**src/rtl/core/oidber_pkg.sv**
```systemverilog
// ----------------------------------------------------------------------------
// oidber_pkg: shared types and constants of the OID arc BER encoder
// Holds the job record passed from the front end to the back end, the arc
// phase type and the helpers that split an arc value into base-128 groups.
// ----------------------------------------------------------------------------
package oidber_pkg;

    // Width of an input arc and of a combined head arc (first * 40 + second).
    localparam int C_ARC_W     = 32;
    localparam int C_VALUE_W   = 38;
    localparam int C_GROUP_W   = 7;
    localparam int C_MAX_GROUPS = 6;
    localparam int C_EXT_W     = C_GROUP_W * C_MAX_GROUPS;

    localparam logic [5:0] C_HEAD_MULT = 6'd40;
    localparam logic [7:0] C_MORE_BIT  = 8'h80;
    localparam logic [C_GROUP_W-1:0] C_GROUP_MASK = 7'h7f;

    // Position of the incoming arc within the identifier.
    typedef enum logic [1:0] {
        PH_FIRST  = 2'd0,
        PH_SECOND = 2'd1,
        PH_LATER  = 2'd2
    } t_phase;

    // One encode job: a value plus the index of its most significant group.
    typedef struct packed {
        logic [C_VALUE_W-1:0] value;
        logic [2:0]           grp_msb;
        logic                 final_arc;
        logic                 too_short;
    } t_arc_job;

    // Index of the highest non-zero base-128 group (zero for a zero value).
    function automatic logic [2:0] f_group_msb(input logic [C_VALUE_W-1:0] v);
        logic [C_EXT_W-1:0] ext;
        logic [2:0]         msb;
        ext = C_EXT_W'(v);
        msb = 3'd0;
        for (int k = 1; k < C_MAX_GROUPS; k++) begin
            if (|ext[C_GROUP_W*k +: C_GROUP_W]) begin
                msb = 3'(k);
            end
        end
        return msb;
    endfunction

    // Base-128 group number idx of a value.
    function automatic logic [C_GROUP_W-1:0] f_group(input logic [C_VALUE_W-1:0] v,
                                                     input logic [2:0] idx);
        logic [C_EXT_W-1:0]   ext;
        logic [C_GROUP_W-1:0] grp;
        ext = C_EXT_W'(v);
        grp = '0;
        for (int k = 0; k < C_MAX_GROUPS; k++) begin
            if (idx == 3'(k)) begin
                grp = ext[C_GROUP_W*k +: C_GROUP_W] & C_GROUP_MASK;
            end
        end
        return grp;
    endfunction

endpackage

```
**src/rtl/core/oidber_front.sv**
```systemverilog
// ----------------------------------------------------------------------------
// oidber_front: arc intake and classification
// Tracks the arc phase, holds the first arc, forms the combined head arc and
// turns every arc that produces output into an encode job for the queue.
// ----------------------------------------------------------------------------
module oidber_front (
    input  logic                       i_clk,
    input  logic                       i_rst_n,
    input  logic                       push,
    output logic                       full,
    input  logic [oidber_pkg::C_ARC_W-1:0] i_arc_value,
    input  logic                       i_last_arc,
    input  logic                       i_q_full,
    output logic                       o_job_valid,
    output oidber_pkg::t_arc_job       o_job
);
    import oidber_pkg::*;

    t_phase             r_phase;
    t_phase             n_phase;
    logic [C_ARC_W-1:0] r_held;
    logic               w_accept;
    logic [C_VALUE_W-1:0] w_head;
    logic [C_VALUE_W-1:0] w_value;

    // A request is taken whenever the job queue has room.
    assign full     = i_q_full;
    assign w_accept = push && !i_q_full;

    // Head arc: held first arc times forty plus the second arc.
    assign w_head = C_VALUE_W'(r_held) * C_VALUE_W'(C_HEAD_MULT) + C_VALUE_W'(i_arc_value);

    // Next phase.
    always_comb begin
        n_phase = r_phase;
        if (w_accept) begin
            if (i_last_arc) begin
                n_phase = PH_FIRST;
            end else if (r_phase == PH_FIRST) begin
                n_phase = PH_SECOND;
            end else begin
                n_phase = PH_LATER;
            end
        end
    end

    // Job generation. A first arc that is not also the last gives no job.
    always_comb begin
        o_job_valid = 1'b0;
        w_value     = '0;
        o_job       = '0;
        case (r_phase)
            PH_FIRST: begin
                o_job_valid     = w_accept && i_last_arc;
                o_job.too_short = 1'b1;
            end
            PH_SECOND: begin
                o_job_valid = w_accept;
                w_value     = w_head;
            end
            default: begin
                o_job_valid = w_accept;
                w_value     = C_VALUE_W'(i_arc_value);
            end
        endcase
        o_job.value     = w_value;
        o_job.grp_msb   = f_group_msb(w_value);
        o_job.final_arc = i_last_arc;
    end

    // Phase register.
    always_ff @(posedge i_clk) begin
        if (!i_rst_n) begin
            r_phase <= PH_FIRST;
        end else begin
            r_phase <= n_phase;
        end
    end

    // The first arc is kept for the head arc.
    always_ff @(posedge i_clk) begin
        if (w_accept && r_phase == PH_FIRST) begin
            r_held <= i_arc_value;
        end
    end

endmodule

```
**src/rtl/core/oidber_queue.sv**
```systemverilog
// ----------------------------------------------------------------------------
// oidber_queue: job queue between front end and back end
// A small circular buffer of encode jobs; the head entry is shown directly.
// ----------------------------------------------------------------------------
module oidber_queue #(
    parameter int P_DEPTH = 4
) (
    input  logic                 i_clk,
    input  logic                 i_rst_n,
    input  logic                 i_wr,
    input  oidber_pkg::t_arc_job i_wr_job,
    output logic                 o_full,
    input  logic                 i_rd,
    output logic                 o_empty,
    output oidber_pkg::t_arc_job o_rd_job
);
    import oidber_pkg::*;

    localparam int PW = $clog2(P_DEPTH);
    localparam int CW = $clog2(P_DEPTH + 1);
    localparam logic [PW-1:0] C_LAST_PTR = PW'(P_DEPTH - 1);
    localparam logic [CW-1:0] C_FULL_CNT = CW'(P_DEPTH);

    t_arc_job      r_mem [P_DEPTH];
    logic [PW-1:0] r_wr_ptr;
    logic [PW-1:0] r_rd_ptr;
    logic [CW-1:0] r_count;
    logic          w_wr;
    logic          w_rd;

    assign o_full   = (r_count == C_FULL_CNT);
    assign o_empty  = (r_count == '0);
    assign w_wr     = i_wr && !o_full;
    assign w_rd     = i_rd && !o_empty;
    assign o_rd_job = r_mem[r_rd_ptr];

    // Pointer and fill count update.
    always_ff @(posedge i_clk) begin
        if (!i_rst_n) begin
            r_wr_ptr <= '0;
            r_rd_ptr <= '0;
            r_count  <= '0;
        end else begin
            if (w_wr) begin
                r_wr_ptr <= (r_wr_ptr == C_LAST_PTR) ? '0 : r_wr_ptr + 1'b1;
            end
            if (w_rd) begin
                r_rd_ptr <= (r_rd_ptr == C_LAST_PTR) ? '0 : r_rd_ptr + 1'b1;
            end
            if (w_wr && !w_rd) begin
                r_count <= r_count + 1'b1;
            end else if (w_rd && !w_wr) begin
                r_count <= r_count - 1'b1;
            end
        end
    end

    // Entry storage.
    always_ff @(posedge i_clk) begin
        if (w_wr) begin
            r_mem[r_wr_ptr] <= i_wr_job;
        end
    end

endmodule

```
**src/rtl/core/oidber_back.sv**
```systemverilog
// ----------------------------------------------------------------------------
// oidber_back: octet serializer
// Walks the groups of the head job from the most significant one down and places
// one content octet per cycle in the output register when it is free or drained.
// ----------------------------------------------------------------------------
module oidber_back (
    input  logic                 i_clk,
    input  logic                 i_rst_n,
    input  logic                 i_job_valid,
    input  oidber_pkg::t_arc_job i_job,
    output logic                 o_job_pop,
    output logic                 empty,
    input  logic                 pop,
    output logic [7:0]           o_octet,
    output logic                 o_arc_end,
    output logic                 o_oid_end,
    output logic                 o_too_short
);
    import oidber_pkg::*;

    logic                 r_out_valid;
    logic [7:0]           r_octet;
    logic                 r_arc_end;
    logic                 r_oid_end;
    logic                 r_too_short;
    logic [2:0]           r_cnt;
    logic                 w_adv;
    logic                 w_emit;
    logic                 w_last;
    logic [2:0]           w_idx;
    logic [C_GROUP_W-1:0] w_grp;

    // The output register can load when it is free or being drained.
    assign w_adv     = !r_out_valid || pop;
    assign w_emit    = w_adv && i_job_valid;
    assign w_last    = (r_cnt == i_job.grp_msb);
    assign w_idx     = i_job.grp_msb - r_cnt;
    assign w_grp     = f_group(i_job.value, w_idx);
    assign o_job_pop = w_emit && w_last;

    assign empty       = !r_out_valid;
    assign o_octet     = r_octet;
    assign o_arc_end   = r_arc_end;
    assign o_oid_end   = r_oid_end;
    assign o_too_short = r_too_short;

    // Group counter and output valid flag.
    always_ff @(posedge i_clk) begin
        if (!i_rst_n) begin
            r_cnt       <= '0;
            r_out_valid <= 1'b0;
        end else begin
            if (w_emit) begin
                r_cnt <= w_last ? 3'd0 : r_cnt + 3'd1;
            end
            if (w_emit) begin
                r_out_valid <= 1'b1;
            end else if (pop) begin
                r_out_valid <= 1'b0;
            end
        end
    end

    // Output payload: the continuation bit is set on all but the last group.
    always_ff @(posedge i_clk) begin
        if (w_emit) begin
            r_octet     <= w_last ? {1'b0, w_grp} : (C_MORE_BIT | {1'b0, w_grp});
            r_arc_end   <= w_last;
            r_oid_end   <= w_last && i_job.final_arc;
            r_too_short <= i_job.too_short;
        end
    end

endmodule

```
**src/rtl/core/oid_arc_ber_encoder_top.sv**
```systemverilog
// Path: each job passes from the job queue into the output register to be seen.
// Throughput: one octet per cycle on the result side while pop drains the output
// register; an arc gives one octet per base-128 group, one to six groups. Intake
// continues while the job queue (P_QUEUE_DEPTH entries) has room.
// Reset: synchronous, active low; clears phase, queue and output valid state.
// ----------------------------------------------------------------------------
// oid_arc_ber_encoder_top: OID arc to BER content octet encoder
// Front end classifies arcs and builds jobs, a queue decouples it from the
// back end, which serializes each job into content octets.
// ----------------------------------------------------------------------------
module oid_arc_ber_encoder_top #(
    parameter int P_QUEUE_DEPTH = 4
) (
    input  logic                           i_clk,
    input  logic                           i_rst_n,
    input  logic                           push,
    output logic                           full,
    input  logic [oidber_pkg::C_ARC_W-1:0] i_arc_value,
    input  logic                           i_last_arc,
    output logic                           empty,
    input  logic                           pop,
    output logic [7:0]                     o_octet,
    output logic                           o_arc_end,
    output logic                           o_oid_end,
    output logic                           o_too_short
);
    import oidber_pkg::*;

    logic     w_q_full;
    logic     w_wr;
    t_arc_job w_wr_job;
    logic     w_q_empty;
    t_arc_job w_rd_job;
    logic     w_job_pop;

    // Arc intake.
    oidber_front u_front (
        .i_clk       (i_clk),
        .i_rst_n     (i_rst_n),
        .push        (push),
        .full        (full),
        .i_arc_value (i_arc_value),
        .i_last_arc  (i_last_arc),
        .i_q_full    (w_q_full),
        .o_job_valid (w_wr),
        .o_job       (w_wr_job)
    );

    // Job queue.
    oidber_queue #(
        .P_DEPTH (P_QUEUE_DEPTH)
    ) u_queue (
        .i_clk    (i_clk),
        .i_rst_n  (i_rst_n),
        .i_wr     (w_wr),
        .i_wr_job (w_wr_job),
        .o_full   (w_q_full),
        .i_rd     (w_job_pop),
        .o_empty  (w_q_empty),
        .o_rd_job (w_rd_job)
    );

    // Octet serializer.
    oidber_back u_back (
        .i_clk       (i_clk),
        .i_rst_n     (i_rst_n),
        .i_job_valid (!w_q_empty),
        .i_job       (w_rd_job),
        .o_job_pop   (w_job_pop),
        .empty       (empty),
        .pop         (pop),
        .o_octet     (o_octet),
        .o_arc_end   (o_arc_end),
        .o_oid_end   (o_oid_end),
        .o_too_short (o_too_short)
    );

`ifndef SYNTH
    // The serializer only retires a job that the queue holds.
    a_pop_nonempty: assert property (@(posedge i_clk) disable iff (!i_rst_n)
        w_job_pop |-> !w_q_empty)
        else $error("job retired from an empty queue");

    // A single-arc job carries exactly one zero group.
    a_short_job: assert property (@(posedge i_clk) disable iff (!i_rst_n)
        (w_wr && w_wr_job.too_short) |-> (w_wr_job.grp_msb == 3'd0 && w_wr_job.value == '0))
        else $error("malformed single-arc job");

    // No job needs more than six groups.
    a_grp_range: assert property (@(posedge i_clk) disable iff (!i_rst_n)
        w_wr |-> (w_wr_job.grp_msb < 3'(C_MAX_GROUPS)))
        else $error("group count out of range");

    // The continuation bit is set exactly on octets that do not end an arc.
    a_more_bit: assert property (@(posedge i_clk) disable iff (!i_rst_n)
        !empty |-> (o_octet[7] == !o_arc_end))
        else $error("continuation bit disagrees with arc end");

    // The single-arc result is a lone zero octet ending the identifier.
    a_short_out: assert property (@(posedge i_clk) disable iff (!i_rst_n)
        (!empty && o_too_short) |-> (o_arc_end && o_oid_end && o_octet == 8'h00))
        else $error("malformed single-arc result");
`endif

endmodule

```
**config.mk**
```make
export PLATFORM = sky130hd
export DESIGN_NAME = oid_arc_ber_encoder_top
export DESIGN_NICKNAME = d
export VERILOG_FILES = /design/src/rtl/core/oidber_pkg.sv /design/src/rtl/core/oidber_front.sv /design/src/rtl/core/oidber_queue.sv /design/src/rtl/core/oidber_back.sv /design/src/rtl/core/oid_arc_ber_encoder_top.sv
export SDC_FILE = /design/constraint.sdc
export NUM_CORES = 1
export LEC_CHECK = 0
export ABC_AREA = 1
export BUFFER_PORTS_ARGS = -buffer_cell sky130_fd_sc_hd__buf_2
export CORE_ASPECT_RATIO = 1.75
export CORE_MARGIN = 5
export CORE_UTILIZATION = 30
export CTS_CLUSTER_SIZE = 8
export DETAILED_ROUTE_END_ITERATION = 7
export PLACE_DENSITY = 0.42
export SETUP_SLACK_MARGIN = 0.15
export SLEW_MARGIN = 20
export SYNTH_ARGS = -nofsm -noshare
export SYNTH_HDL_FRONTEND = slang
export SYNTH_HIERARCHICAL = 1
export SYNTH_SLANG_ARGS = --single-unit
```
**constraint.sdc**
```tcl
create_clock -name i_clk -period 5.5 [get_ports i_clk]
set_input_delay 1.1 -clock i_clk [delete_from_list [all_inputs] [get_ports i_clk]]
set_output_delay 1.1 -clock i_clk [all_outputs]
set_load 0.02 [all_outputs]
```
==> impl_results.md <==
* Post-CTS Hold Fix Bufs at 0
* CP endpoint kind: flip-flop
* CTS Buf Count at 34
* Max_cap viols at 0
* CORE AREA at ~46000 um2
* Clk Latency, worst-skew pair at ~0.52 ns
* Ys flop type: edfxtp_1
* Via/cell ratio at between 5 and 6
* Routed len/inst at 19.5 um
* DRC at 0
* HP Class: reg -> reg
* Setup violators final at 0
* Top delay family on crit path: simple AND/OR/NAND/NOR gates
* ANT cells at 0
* Clock Skew at ~0.024 ns
* Largest net degree at the start of global routing at 87
* First-pass GRT wire length at roughly 67 mm
* Endpoint, Worst Hold: u_queue/r_count[0]
* Initial Util at 0.302
* Cell Int Power at roughly 5.3 mW
* Total Power at approximately 10 mW
* EDFF count, synth at between 200 and 250
* Share of power burned in registers at 0.261
* Buf/Inv on CP at 1
* FILL cells at 4723
* Worst path slowest cell: edfxtp_1
* Count of state elements after synthesis at 230
* CTS root buf: clkbuf_16
* Largest fanout on the critical path at 5
* RSZ-0062 raised after global routing: false
* Crit start category: flip-flop
* Io pins at 50
* GRT Total Usage at 0.171
* Relative slew slack at 0.364
* R2r endpoint: u_queue/r_mem[2][2]
* Pre-antenna DRT Iters at 5
* Sw Share at 0.471
* PD cells at 632 nW/um2
* Post-synthesis cell type count at between 40 and 50
* H-tree depth at 2
* Run status: finished clean
* Post-DP HPWL at 32.6 mm
* Antenna-violating nets left at 0
* RD Place Congestion at 0.911
* Worst Path Class, Setup: reg -> reg
* Slew Viols, Final at 0
* Pleak at 6.73 nW
* Synth Instances at 1585
* Clock share of power at 0.194
* Period utilization at 0.898
* Net Switching at around 4.7 mW
* Final min period at ~5 ns
* Hold Fails Final Rpt at 0
* Net Count, Synth at 1726
* Worst reg2reg startpoint: u_front/r_held[3]
* Syn Area/Cell at around 8.8 um2
* Initial antenna violation count at 0
* Gr ovfl total at 0
* 1st-iter DRT viols at 530
* Commonest non-fill, non-tap cells in the layout: nand2_1, edfxtp_1, nor2_1
* Synth top area share at 0.465
* Num rows at between 100 and 150
* Final wirelength at approximately 44 mm
* Required @ worst endpoint at about 5.7 ns
* Max Fclk at between 200 and 250 MHz
* Die Width at about 170 um
* Die height at 295 um
* Worst-margin pin slew at 0.953 ns
* Top post-synthesis cells by area: edfxtp_1, nand2_1, ha_1
* Via count at between 10000 and 15000
* Hold Path Cell Cnt at 2
* Worst setup margin at 0.560 ns
* Fraction of registers with async set/reset at 0
* TritonCTS Sinks at 230
* Nets@finish at roughly 1800
* Vias in the first global route at roughly 12000
* Clk pin slew, worst setup/hold paths at 0.05 ns
* Max stage delay on crit path at approximately 0.4 ns
* Pre-CTS setup slack at ~0.43 ns
* Max VDD drop at ~0.25 mV
* Hold wc startpoint: u_queue/r_count[0]
* Reg2reg setup slack at 0.56 ns
* Mapped cell area at roughly 14000 um2
* Fin Setup TNS at 0 ns
* Crit path DAT at just over 5 ns
* DIE AREA at between 50000 and 60000 um2
* Port Buf Inserts at 49
* Synth warn at 6
* Register Area at ~6800 um2
* Logic pwr share at 0.545
* CTS tree: built
* Commonest non-fill, non-tap cell in the layout: nand2_1
* Area occupied by multi-input gates at between 6000 and 7000 um2
* Synth-to-Final Area Change at 13.7%
* Cell repeated most along the worst path: nand2_1
* Share of layout cells above drive strength 1 at 0.0979
* Dominant cell type by area after synthesis: edfxtp_1
* Register area share after synthesis at 0.486
* CTS max path bufs at 3
* Worst Reg-to-Reg Cells at 27
[synth_stat cells (3+ instances only)]
| cell | n |
|---|---|
| nor2_1 | 210 |
| o22ai_1 | 43 |
| clkbuf_1 | 15 |
| nand3_2 | 16 |
| a31oi_1 | 5 |
| inv_1 | 166 |
| buf_4 | 8 |
| buf_6 | 6 |
| o21bai_1 | 13 |
| edfxtp_1 | 215 |
| xor2_1 | 13 |
| a21o_1 | 5 |
| buf_2 | 6 |
| nand3_1 | 86 |
| nor2_2 | 7 |
| nor3_1 | 10 |
| nor4_1 | 3 |
| ha_1 | 100 |
| a21oi_1 | 74 |
| inv_2 | 4 |
| nor2_4 | 3 |
| nand2_2 | 15 |
| dfxtp_1 | 15 |
| fa_1 | 4 |
| nand4_1 | 21 |
| o21ai_0 | 114 |
| o21ai_1 | 10 |
| xnor2_1 | 14 |
| nand2_1 | 360 |
| nand3b_1 | 4 |
[tightest hold or removal path, delay by kind of cell (launching register included)]
kind	cells	cell delay, ns
flops	1	0.33
compound gates	1	0.06
buf+inv	1	0.07
[cell type report]
cell class / instances / area share
sequential: 230 / 0.428
multi-input combinational: 1149 / 0.401
clock buffer: 52 / 0.0595
tap: 583 / 0.0462
inverter: 170 / 0.0404
timing repair buffer: 62 / 0.0230
clock inverter: 2 / 0.00206
[state kept, by name (all words and copies together) (netlist names), named ones only]
| register | flops |
|---|---|
| u_back/o_arc_end | 1 |
| u_back/o_octet | 8 |
| u_back/o_oid_end | 1 |
| u_back/o_too_short | 1 |
| u_back/r_cnt | 3 |
| u_back/r_out_valid | 1 |
| u_front/r_held | 32 |
| u_front/r_phase | 2 |
| u_queue/r_count | 3 |
| u_queue/r_mem | 172 |
| u_queue/r_rd_ptr | 2 |
| u_queue/r_wr_ptr | 2 |
[layer usage]
metal,routed length [um],share of wire,vias up,global-route usage
li1,-,-,5535,-
met1,15900,0.36,5355,0.172
met2,24300,0.55,257,0.341
met3,1130,0.026,105,0.0157
met4,2530,0.058,0,0.0926
met5,0,0,-,0
[through the flow]
stage,cells,cell area [um2],util,hold slack (ns)
finish,2248,15800,0.344,0.507
global route,2248,15800,0.344,0.553
CTS,2247,15700,0.343,0.512
detailed placement,2193,14800,0.322,0.504
global placement,2193,14800,0.322,0.492
floorplan,1585,13900,-,0.470
[cell families after synthesis]
kind of cell	after synthesis	synth area share
AO/OA/AOI/OAI	273	0.108
XOR/XNOR	27	0.0170
adder cells (fa/ha/maj)	104	0.0959
buffers and inverters	206	0.0616
flip-flops	230	0.486
AND/OR/NAND/NOR	745	0.231
[worst max-delay path by stage]
| stage | start | end | slack, ns | cells past startpoint |
|---|---|---|---|---|
| after CTS | u_front/r_held[3] | u_queue/r_mem[2][2] | 0.40 | 27 |
| final | u_front/r_held[3] | u_queue/r_mem[2][2] | 0.56 | 27 |
| after floorplan | push | u_queue/r_mem[0][0] | 1.51 | 6 |
| after global routing | u_front/r_held[1] | u_queue/r_mem[0][2] | 0.20 | 25 |
| after detailed placement | u_front/r_held[3] | u_queue/r_mem[1][2] | 0.43 | 27 |
| after global placement | u_front/r_held[3] | u_queue/r_mem[3][2] | 0.42 | 27 |
[what timing repair did]
action	CTS	global route
buffers inserted	0	0
setup endpoints to repair	0	12
resized for setup	0	6
[power groups by stage]
stage / combinational (mW) / sequential (mW) / clock, mW
2_1_floorplan: 3.74 / 2.68 / 0
3_3_place_gp: 5.47 / 2.64 / 0
3_5_place_dp: 5.46 / 2.64 / 0
4_1_cts: 5.49 / 2.61 / 2.00
5_1_grt: 6.13 / 2.63 / 2.06
6_report: 5.44 / 2.60 / 1.93
Power figures use the tool's default switching activity.
